--- src/rtl/rfrc_pkg.sv ---
// shared types, codes, constants and the crc-16 byte update of the rtu frame receiver
// no dependencies
package rfrc_pkg;

  // receive buffer size in bytes (8 to 256)
  localparam int unsigned BUFFER_BYTES = 256;
  localparam logic [8:0]  BUFFER_LIMIT = 9'(BUFFER_BYTES);
  localparam logic [7:0]  OVERFLOW_LENGTH = 8'(BUFFER_BYTES - 1);

  localparam logic [15:0] CRC_INIT = 16'hFFFF;
  localparam logic [15:0] CRC_POLY = 16'hA001;

  localparam logic [15:0] SILENCE_RESET = 16'd4;
  localparam logic [7:0]  MIN_LEN_RESET = 8'd4;
  localparam logic [15:0] IDLE_MAX      = 16'hFFFF;

  // configuration register indexes
  localparam int unsigned CFG_INDEX_W = 1;
  localparam int unsigned CFG_DATA_W  = 16;
  localparam logic [CFG_INDEX_W-1:0] REG_SILENCE_TICKS   = 1'b0;
  localparam logic [CFG_INDEX_W-1:0] REG_MIN_FRAME_BYTES = 1'b1;

  // input item kinds
  localparam logic CMD_BYTE = 1'b0;
  localparam logic CMD_TICK = 1'b1;

  typedef enum logic [1:0] {
    STATUS_VALID     = 2'd0,
    STATUS_CRC_ERROR = 2'd1,
    STATUS_TOO_SHORT = 2'd2,
    STATUS_OVERFLOW  = 2'd3
  } status_t;

  typedef struct packed {
    status_t    status;
    logic [7:0] frame_length;
    logic [7:0] slave_address;
    logic [7:0] function_code;
  } result_t;

  // reflected crc-16 update over one byte, lsb first
  function automatic logic [15:0] crc_feed(input logic [15:0] crc, input logic [7:0] b);
    logic [15:0] c;
    c = crc ^ {8'h00, b};
    for (int k = 0; k < 8; k++) begin
      c = c[0] ? ((c >> 1) ^ CRC_POLY) : (c >> 1);
    end
    return c;
  endfunction

endpackage

--- src/rtl/rfrc_frame_core.sv ---
// frame state, configuration registers and per-item framing/crc decision
// depends on rfrc_pkg
module rfrc_frame_core (
  input  logic                             clk,
  input  logic                             rst,
  input  logic                             cfg_write_enable,
  input  logic [rfrc_pkg::CFG_INDEX_W-1:0] cfg_index,
  input  logic [rfrc_pkg::CFG_DATA_W-1:0]  cfg_data,
  input  logic                             accept,
  input  logic                             command,
  input  logic [7:0]                       rx_byte,
  output logic                             push,
  output rfrc_pkg::result_t                result
);

  logic [15:0] silence_ticks;
  logic [7:0]  min_frame_bytes;

  logic [7:0]  byte_count, byte_count_next;
  logic [15:0] idle_count, idle_count_next;
  logic [15:0] crc_before_tail, crc_before_tail_next;
  logic [15:0] tail_bytes, tail_bytes_next;
  logic [7:0]  address_byte, address_byte_next;
  logic [7:0]  function_byte, function_byte_next;

  logic [15:0] idle_inc;
  logic [15:0] tail_crc;
  logic        emit;

  always_ff @(posedge clk) begin
    if (rst) begin
      silence_ticks   <= rfrc_pkg::SILENCE_RESET;
      min_frame_bytes <= rfrc_pkg::MIN_LEN_RESET;
    end else if (cfg_write_enable) begin
      case (cfg_index)
        rfrc_pkg::REG_SILENCE_TICKS:   silence_ticks   <= cfg_data;
        rfrc_pkg::REG_MIN_FRAME_BYTES: min_frame_bytes <= cfg_data[7:0];
        default: ;
      endcase
    end
  end

  assign idle_inc = (idle_count == rfrc_pkg::IDLE_MAX) ? idle_count : idle_count + 16'd1;
  assign tail_crc = {tail_bytes[7:0], tail_bytes[15:8]};

  always_comb begin
    byte_count_next      = byte_count;
    idle_count_next      = idle_count;
    crc_before_tail_next = crc_before_tail;
    tail_bytes_next      = tail_bytes;
    address_byte_next    = address_byte;
    function_byte_next   = function_byte;
    emit                 = 1'b0;
    result.status        = rfrc_pkg::STATUS_VALID;
    result.frame_length  = byte_count;
    result.slave_address = address_byte;
    result.function_code = function_byte;

    if (accept) begin
      if (command == rfrc_pkg::CMD_BYTE) begin
        if (({1'b0, byte_count} + 9'd1) >= rfrc_pkg::BUFFER_LIMIT) begin
          emit          = 1'b1;
          result.status = rfrc_pkg::STATUS_OVERFLOW;
        end else begin
          if (byte_count >= 8'd2) begin
            crc_before_tail_next = rfrc_pkg::crc_feed(crc_before_tail, tail_bytes[15:8]);
          end
          tail_bytes_next = {tail_bytes[7:0], rx_byte};
          if (byte_count == 8'd0) begin
            address_byte_next = rx_byte;
          end else if (byte_count == 8'd1) begin
            function_byte_next = rx_byte;
          end
          byte_count_next = byte_count + 8'd1;
          idle_count_next = 16'd0;
        end
      end else if (byte_count != 8'd0) begin
        idle_count_next = idle_inc;
        if (idle_inc >= silence_ticks) begin
          emit = 1'b1;
          if (byte_count < min_frame_bytes || byte_count < 8'd2) begin
            result.status = rfrc_pkg::STATUS_TOO_SHORT;
          end else if (tail_crc == crc_before_tail) begin
            result.status = rfrc_pkg::STATUS_VALID;
          end else begin
            result.status = rfrc_pkg::STATUS_CRC_ERROR;
          end
        end
      end
    end

    // any reported frame returns the framer to its empty state
    if (emit) begin
      byte_count_next      = 8'd0;
      idle_count_next      = 16'd0;
      crc_before_tail_next = rfrc_pkg::CRC_INIT;
      tail_bytes_next      = 16'd0;
      address_byte_next    = 8'd0;
      function_byte_next   = 8'd0;
    end
  end

  assign push = emit;

  always_ff @(posedge clk) begin
    if (rst) begin
      byte_count      <= 8'd0;
      idle_count      <= 16'd0;
      crc_before_tail <= rfrc_pkg::CRC_INIT;
      tail_bytes      <= 16'd0;
      address_byte    <= 8'd0;
      function_byte   <= 8'd0;
    end else begin
      byte_count      <= byte_count_next;
      idle_count      <= idle_count_next;
      crc_before_tail <= crc_before_tail_next;
      tail_bytes      <= tail_bytes_next;
      address_byte    <= address_byte_next;
      function_byte   <= function_byte_next;
    end
  end

endmodule

--- src/rtl/rfrc_out_queue.sv ---
// two-entry result queue between the framer and the output channel
// depends on rfrc_pkg
module rfrc_out_queue (
  input  logic              clk,
  input  logic              rst,
  input  logic              push,
  input  rfrc_pkg::result_t push_data,
  output logic              full,
  output logic              out_valid,
  input  logic              out_stall,
  output rfrc_pkg::result_t out_data
);

  rfrc_pkg::result_t entry [2];
  logic       wr_ptr;
  logic       rd_ptr;
  logic [1:0] count;
  logic       pop;

  assign full      = (count == 2'd2);
  assign out_valid = (count != 2'd0);
  assign pop       = out_valid && !out_stall;
  assign out_data  = entry[rd_ptr];

  always_ff @(posedge clk) begin
    if (push) begin
      entry[wr_ptr] <= push_data;
    end
  end

  always_ff @(posedge clk) begin
    if (rst) begin
      wr_ptr <= 1'b0;
      rd_ptr <= 1'b0;
      count  <= 2'd0;
    end else begin
      if (push) begin
        wr_ptr <= ~wr_ptr;
      end
      if (pop) begin
        rd_ptr <= ~rd_ptr;
      end
      case ({push, pop})
        2'b10:   count <= count + 2'd1;
        2'b01:   count <= count - 2'd1;
        default: count <= count;
      endcase
    end
  end

endmodule

--- src/rtl/rtu_frame_receiver_crc_check_unit.sv ---
// top level of the rtu frame receiver with crc-16 check
// depends on rfrc_pkg, rfrc_frame_core and rfrc_out_queue
//
// Modbus RTU receive framer. Each input item is either a received byte
// (command 0) or one time tick (command 1). Bytes are counted and a reflected
// CRC-16 (init FFFF, poly A001) runs over all bytes but the last two, which are
// held as the candidate crc, low byte first on the wire. Once silence_ticks
// ticks pass after the last byte (a value of 0 behaves as 1), one result item
// reports the frame: status 0 valid, 1 crc error, 2 too short (below
// min_frame_bytes or under two bytes), with length, address and function
// bytes (0 where the frame never reached them). A byte that would fill the
// BUFFER_BYTES buffer drops the frame and itself and reports status 3 with the
// length held so far. Ticks while no frame is open give nothing. Each item
// is handled as it is accepted: the frame registers update at the accepting edge
// and any result lands in a two-entry output queue, visible on out_valid right
// after that edge, so a new item is taken every cycle while in_stall is low;
// in_stall is high whenever both queue entries are held, which is reached only
// while out_stall holds the output. Configuration writes (silence_ticks index 0,
// min_frame_bytes index 1, reset values 4 and 4) belong in idle time between
// frames.
module rtu_frame_receiver_crc_check_unit (
  input  logic                             clk,
  input  logic                             rst,
  // configuration write port
  input  logic                             cfg_write_enable,
  input  logic [rfrc_pkg::CFG_INDEX_W-1:0] cfg_index,
  input  logic [rfrc_pkg::CFG_DATA_W-1:0]  cfg_data,
  // input item channel
  input  logic                             in_valid,
  output logic                             in_stall,
  input  logic                             command,
  input  logic [7:0]                       rx_byte,
  // result item channel
  output logic                             out_valid,
  input  logic                             out_stall,
  output logic [1:0]                       status,
  output logic [7:0]                       frame_length,
  output logic [7:0]                       slave_address,
  output logic [7:0]                       function_code
);

  logic              accept;
  logic              push;
  logic              queue_full;
  rfrc_pkg::result_t core_result;
  rfrc_pkg::result_t head;

  // stall comes from queue occupancy alone, so it never waits on in_valid
  assign in_stall = queue_full;
  assign accept   = in_valid && !in_stall;

  rfrc_frame_core u_core (
    .clk              (clk),
    .rst              (rst),
    .cfg_write_enable (cfg_write_enable),
    .cfg_index        (cfg_index),
    .cfg_data         (cfg_data),
    .accept           (accept),
    .command          (command),
    .rx_byte          (rx_byte),
    .push             (push),
    .result           (core_result)
  );

  rfrc_out_queue u_queue (
    .clk       (clk),
    .rst       (rst),
    .push      (push),
    .push_data (core_result),
    .full      (queue_full),
    .out_valid (out_valid),
    .out_stall (out_stall),
    .out_data  (head)
  );

  assign status        = head.status;
  assign frame_length  = head.frame_length;
  assign slave_address = head.slave_address;
  assign function_code = head.function_code;

endmodule

--- config.mk ---
export PLATFORM = sky130hd
export DESIGN_NAME = rtu_frame_receiver_crc_check_unit
export DESIGN_NICKNAME = d
export VERILOG_FILES = /design/src/rtl/rfrc_pkg.sv /design/src/rtl/rfrc_frame_core.sv /design/src/rtl/rfrc_out_queue.sv /design/src/rtl/rtu_frame_receiver_crc_check_unit.sv
export SDC_FILE = /design/constraint.sdc
export NUM_CORES = 1
export LEC_CHECK = 0
export BUFFER_PORTS_ARGS = -buffer_cell sky130_fd_sc_hd__buf_2
export CAP_MARGIN = 15
export CORE_AREA = 2 2 141 143
export CTS_CLUSTER_SIZE = 40
export DETAILED_ROUTE_END_ITERATION = 8
export DIE_AREA = 0 0 143 145
export PLACE_DENSITY = 0.54
export SYNTH_ARGS = -nofsm -noshare
export SYNTH_HDL_FRONTEND = slang
export SYNTH_SLANG_ARGS = --single-unit
--- constraint.sdc ---
create_clock -name clk -period 10.25 [get_ports clk]
set_input_delay 2.05 -clock clk [delete_from_list [all_inputs] [get_ports clk]]
set_output_delay 2.05 -clock clk [all_outputs]
set_load 0.01 [all_outputs]
After elaboration in Yosys (flattened, before gate mapping) --
Memory sizes are Yosys's and may differ from the RTL's. A register that Yosys moved wholly into a read port is not among the register bits. Index checks and enable logic that the tools add are counted.
Operators by class: $add $sub $neg 5, multiply operators 0, div/mod/pow operators 0, magnitude comparators 5, equal/unequal tests 8, shifts and indexed selects 0, mux-type cells 29, bitwise gates (word level) 15, reductions and logical operators 17
Operators with widths (number):
- $mux 16 | 12
- $not 2->3 | 8
- $add 16x1->16 const B | 1
- $eq 16x16->1 | 1
- $eq 16x16->1 const B | 1
- $ge 16x16->1 | 1
- $xor 16x8->16 | 1
- $mux 2 | 6
- $mux 1 | 10
- $add 8x1->9 const B | 1
- $ge 9x9->1 const B | 1
- $add 8x1->8 const B | 1
- $eq 8x1->1 const B | 1
- $ge 8x2->1 const B | 1
- $logic_not 8->1 | 1
- $lt 8x2->1 const B | 1
- $lt 8x8->1 | 1
- $reduce_and 4->1 | 2
- $reduce_bool 8->1 | 1
- $not 1->1 | 6
- $reduce_and 3->1 | 2
- $reduce_and 5->1 | 1
- $eq 2x2->1 const B | 2
- $pmux 2 s2 | 1
- other kinds (11) | 15
Storage, ports and cells: bits in registers 100, bits in latches 0, memory bits (writable) 52, memory bits (read-only) 0, input bits 31, output and inout port bits 28, memories 1
Memories:
- u_queue.entry | depth 2, width 26, rd ports 1, clocked after memory_dff 1, wr ports 1, RTL line rfrc_out_queue.sv:14 | rfrc_pkg::result_t entry [2];

Longest topological paths before layout --
word-level depth 17, depth in mapped cells 19

Cells and area by module --
From an unflattened synthesis, not the netlist that was laid out.
Second synthesis, totals: cells, all modules 699, area, all modules 7036.7 sq um
By module, submodules not included:
- rfrc_frame_core | times used 1, cells an instance 592, area each 4936.0 sq um, seq. area each 1921.8 sq um
- rfrc_out_queue | times used 1, cells an instance 106, area each 2087.0 sq um, seq. area each 1661.6 sq um
- rtu_frame_receiver_crc_check_unit | times used 1, cells an instance 1, area each 13.8 sq um, seq. area each 0.0 sq um

Least setup slack after synthesis --
No wires, ideal clock.
path type register -> register, start register u_core.idle_count[4], end memory u_queue.entry[1][0] (netlist name), enable pin, setup time 0.447 ns, arrival time 4.619 ns, required time 9.803 ns, slack 5.184 ns, cell stages (with the launch flop) 13, path buffers 1, clock period less this slack 5.066 ns, path through dfxtp_1 > buf_2 > nand4_1 > nor4_4 > nand3_1 > nor2_1 > mux2_2 > ha_1 > nand4_1 > o21ai_0 > a21oi_1 > o21a_1 > nor3b_1
On the way: cells in the longest elaborated chain, start to end 9
Ends and longest elaborated chain:
- from (decl) | RTL line rfrc_frame_core.sv:20 | logic [15:0] idle_count, idle_count_next;
- from (signal assigned) | RTL line rfrc_frame_core.sv:115 | idle_count <= idle_count_next;
- $add 16x1->16 / $eq 16x16->1 (equally long branches) | RTL line rfrc_frame_core.sv:43 | assign idle_inc = (idle_count == rfrc_pkg::IDLE_MAX) ? idle_count : idle_count + 16'd1;
- $mux 16 * | RTL line rfrc_frame_core.sv:43
- $ge 16x16->1 * | RTL line rfrc_frame_core.sv:79 | if (idle_inc >= silence_ticks) begin
- $mux 1 * | RTL line rfrc_frame_core.sv:79
- $mux 1 * | RTL line rfrc_frame_core.sv:77 | end else if (byte_count != 8'd0) begin
- $mux 1 * | RTL line rfrc_frame_core.sv:60 | if (command == rfrc_pkg::CMD_BYTE) begin
- $mux 1 * | RTL line rfrc_frame_core.sv:59 | if (accept) begin
- $mux 1 * | RTL line rfrc_out_queue.sv:26 | if (push) begin
- $mux 1 (not written as such) * | RTL line rfrc_out_queue.sv:27 | entry[wr_ptr] <= push_data;
- to (decl) | RTL line rfrc_out_queue.sv:14
Every way passes the cells marked *; elsewhere a longest branch is shown, timed or not.

Worst setup path in the final report --
start register u_core.idle_count[3], end register u_queue.count[1]
On the way: cells in the longest elaborated chain, start to end 9
Ends and longest elaborated chain:
- $add 16x1->16 / $eq 16x16->1 (equally long branches) | RTL line rfrc_frame_core.sv:43
- $mux 16 * | RTL line rfrc_frame_core.sv:43
- $ge 16x16->1 * | RTL line rfrc_frame_core.sv:79
- $mux 1 * | RTL line rfrc_frame_core.sv:79
- $mux 1 * | RTL line rfrc_frame_core.sv:77
- $mux 1 * | RTL line rfrc_frame_core.sv:60
- $mux 1 * | RTL line rfrc_frame_core.sv:59
- $eq 2x1->1 / $eq 2x2->1 (equally long branches) | RTL line rfrc_out_queue.sv:43 | case ({push, pop})
- $pmux 2 s2 / $reduce_bool 2->1 (equally long branches)
- to (signal assigned) | RTL line rfrc_out_queue.sv:44 | 2'b10: count <= count + 2'd1;
- to (signal assigned) | RTL line rfrc_out_queue.sv:45 | 2'b01: count <= count - 2'd1;
- to (signal assigned) | RTL line rfrc_out_queue.sv:46 | default: count <= count;
- to (decl) | RTL line rfrc_out_queue.sv:17 | logic [1:0] count;
Marks and branches as above. A chain may end at the register's enable or synchronous reset.

==> reports/metrics.cfg <==
[synth]
yosys.area.top_type=dfxtp_1
syn-cell-area_um2=7190
synth_warnings=0
netlist.area_leader.share_pct=28.1
synth_top_cells_by_area=dfxtp_1 28%, edfxtp_1 22%, nand2_1 5.3%
synth.distinct_cells=61
syn_inst=713
seq_area_frac_synth_pct=49.8
synth.avg_cell_area_um2=10.1
synth_flop_cell=dfxtp_1
ys_ff_latch=153
synth-edff-count=52
async_reset_ff_share_pct=0
synth_nets=774

[hold_path]
worstHoldPathCells=0
hold_end=u_queue.entry[1][1]
hp-start=u_core.function_byte[1]
hold_path_class=flop to flop

[setup_path]
r2r_cells=17
cp.required_ns=10.59
r2r_setup_slack_ns=5.78
rr_startpoint=u_core.idle_count[3]
cp-end-kind=flop
cp-start-kind=flop
r2r_end=u_queue.count[1]
arrival_ns=4.82
worstSetupPathType=flop to flop
critPathMaxFanout=10

[timing]
rsz0062_at_grt=false
min_period_ns=4.47
max_freq_mhz=224
timing_hold_violations_final=0
skew_ns=0.00958
maxSlewHeadroom_pct=33.2
fin_tns_setup_ns=0
period_share_pct=43.6
setup_viol=0
worst_slew_pin_slew_ns=1.00
slew_violations=0

[route]
drt_iter0_drc=288
wl_per_cell_um=14.1
vias=5115
ant_nets=0
vias_per_cell=4.91
wirelength_um=14700
route.detailed.drc=0
drt_first_pass_iters=5

[final_layout]
antennaDiodeCount=0
final_cell_area_um2=8370
area_growth_pct=16.3
utilization_pct=43.6
layout-drive-gt1-share_pct=18.8
nets=825
layout.cells.non_filler=1042

[grt]
grt_max_degree=73
grt_pass1_wl_um=24600
grt_pass1_vias=4982
grtUsageTotal_pct=14.9
antenna_found_initial=0
overflow=0

[placement]
place_area_um2=7740
place_congestion=0.810
placedCellCount=1008
place.port_buffers=58
post-dp-hpwl_um=10300

[clock_tree]
path_clk_slew_ns=0.07
clock-sinks=153
cts_resized=0
cts_buffer_depth=2
ctsRootBufferMaster=clkbuf_16
clk_latency_ns=0.42
numCtsBuffers=17
cts_setup_buffers=0
tritoncts=done
h-tree-depth=4
cts_hold_buf=0

[floorplan]
coreArea_um2=19200
ios=59
rows=51
die_w_um=143
die_h_um=145
die_area_um2=20700
initial_core_util_pct=37.5

[power]
p_leak_nw=3.08
vdd_drop_max_mv=0.107
power.density_nw_per_um2=172

[run_status]
status=finished, final reports clean

[flow_run]
drv_cap=0

cell type report:
| class | count | area (um^2) |
|---|---|---|
| Multi-Input combinational cell | 491 | 3360 |
| Clock buffer | 17 | 425 |
| Sequential cell | 153 | 3580 |
| Clock inverter | 15 | 173 |
| Inverter | 36 | 135 |
| Timing Repair Buffer | 65 | 354 |
| Tap cell | 265 | 332 |
| Fill cell | 1828 | 10800 |
registers in the layout, indices dropped and copies added (netlist names), named ones only:
signal,cells
u_queue.rd_ptr,1
u_queue.entry,52
u_core.byte_count,8
u_core.min_frame_bytes,8
u_queue.count,2
u_core.silence_ticks,16
u_core.function_byte,8
u_core.crc_before_tail,16
u_core.idle_count,16
u_core.address_byte,8
u_core.tail_bytes,16
u_queue.wr_ptr,1
power breakdown:
group | leakage [nW] | switching [mW] | internal [mW]
registers | 1.27 | 0.0122 | 0.648
clock network | 0.289 | 0.277 | 0.349
logic | 1.51 | 0.0852 | 0.0638
total | 3.08 | 0.375 | 1.06
stage by stage:
stage	setup WS, ns	power (mW)	hold WS, ns
2_1_floorplan	5.18	0.776	0.425
3_3_place_gp	5.99	0.821	0.436
3_5_place_dp	5.83	0.824	0.440
4_1_cts	5.78	1.45	0.459
5_1_grt	5.42	1.50	0.475
6_report	5.78	1.44	0.457
worst max-delay path by stage:
stage                         start             endpoint  slack [ns]
6_report       u_core.idle_count[3]     u_queue.count[1]        5.78
3_5_place_dp   u_core.idle_count[3]     u_queue.count[1]        5.83
2_1_floorplan  u_core.idle_count[4]  u_queue.entry[1][0]        5.18
5_1_grt        u_core.idle_count[3]     u_queue.count[1]        5.42
3_3_place_gp   u_core.idle_count[3]     u_queue.count[1]        5.99
4_1_cts        u_core.idle_count[3]     u_queue.count[1]        5.78
cells in the final DEF, fill, tap and decap left out, drive strengths merged, types with 17 or more instances in the layout:
cell    instances
nand2         101
dfxtp         101
buf            65
nor2           62
a21oi          59
edfxtp         52
inv            46
mux2           30
ha             30
xnor2          27
xor2           21
mux2i          20
nand3          19
a211o          17
clkbuf         17
cells by family (layout without fill, tap and decap cells):
kind of cell             Yosys count  in the layout  synth area share, %
AND/OR/NAND/NOR                  237            237                 15.6
flip-flops                       153            153                 49.8
AO/OA/AOI/OAI                    124            124                 11.5
buffers and inverters             69            133                 3.77
XOR/XNOR                          50             50                 6.59
multiplexers                      50             50                 7.48
adder cells (fa/ha/maj)           30             30                 5.22
metal layers:
layer	up-vias	track usage (%)	part of all wire, %
li1	2601	-	-
met1	2420	19.3	47
met2	79	24.2	48
met3	15	3.33	2.9
met4	0	5.20	1.6
met5	-	0	0
Yosys cell counts (6+ instances only):
master / count
a311oi_1: 6
a21o_1: 6
clkbuf_1: 21
nor3_1: 9
inv_1: 36
mux2_2: 30
xnor2_1: 27
o21ai_0: 9
mux2i_1: 20
nand3_1: 18
a21oi_1: 58
dfxtp_1: 101
buf_2: 7
nand2_1: 101
a211o_1: 17
xor2_1: 20
nor2_1: 61
ha_1: 30
nand4_1: 9
edfxtp_1: 52
worst max-delay path, cell delays in order (launching register included):
cell and delay (ns):
dfxtp_1 0.50, nand4_1 0.25, nor4_4 0.50, nand3_4 0.21
nand2_1 0.22, nor2_1 0.10, xnor2_1 0.14, ha_1 0.30
a21o_1 0.18, a21o_1 0.17, a21oi_1 0.13, o21ai_0 0.08
a21oi_1 0.48, o21a_1 0.27, or2_2 0.14, ha_1 0.24
or3_1 0.35, a21oi_1 0.13
Power figures use the tool's default switching activity.
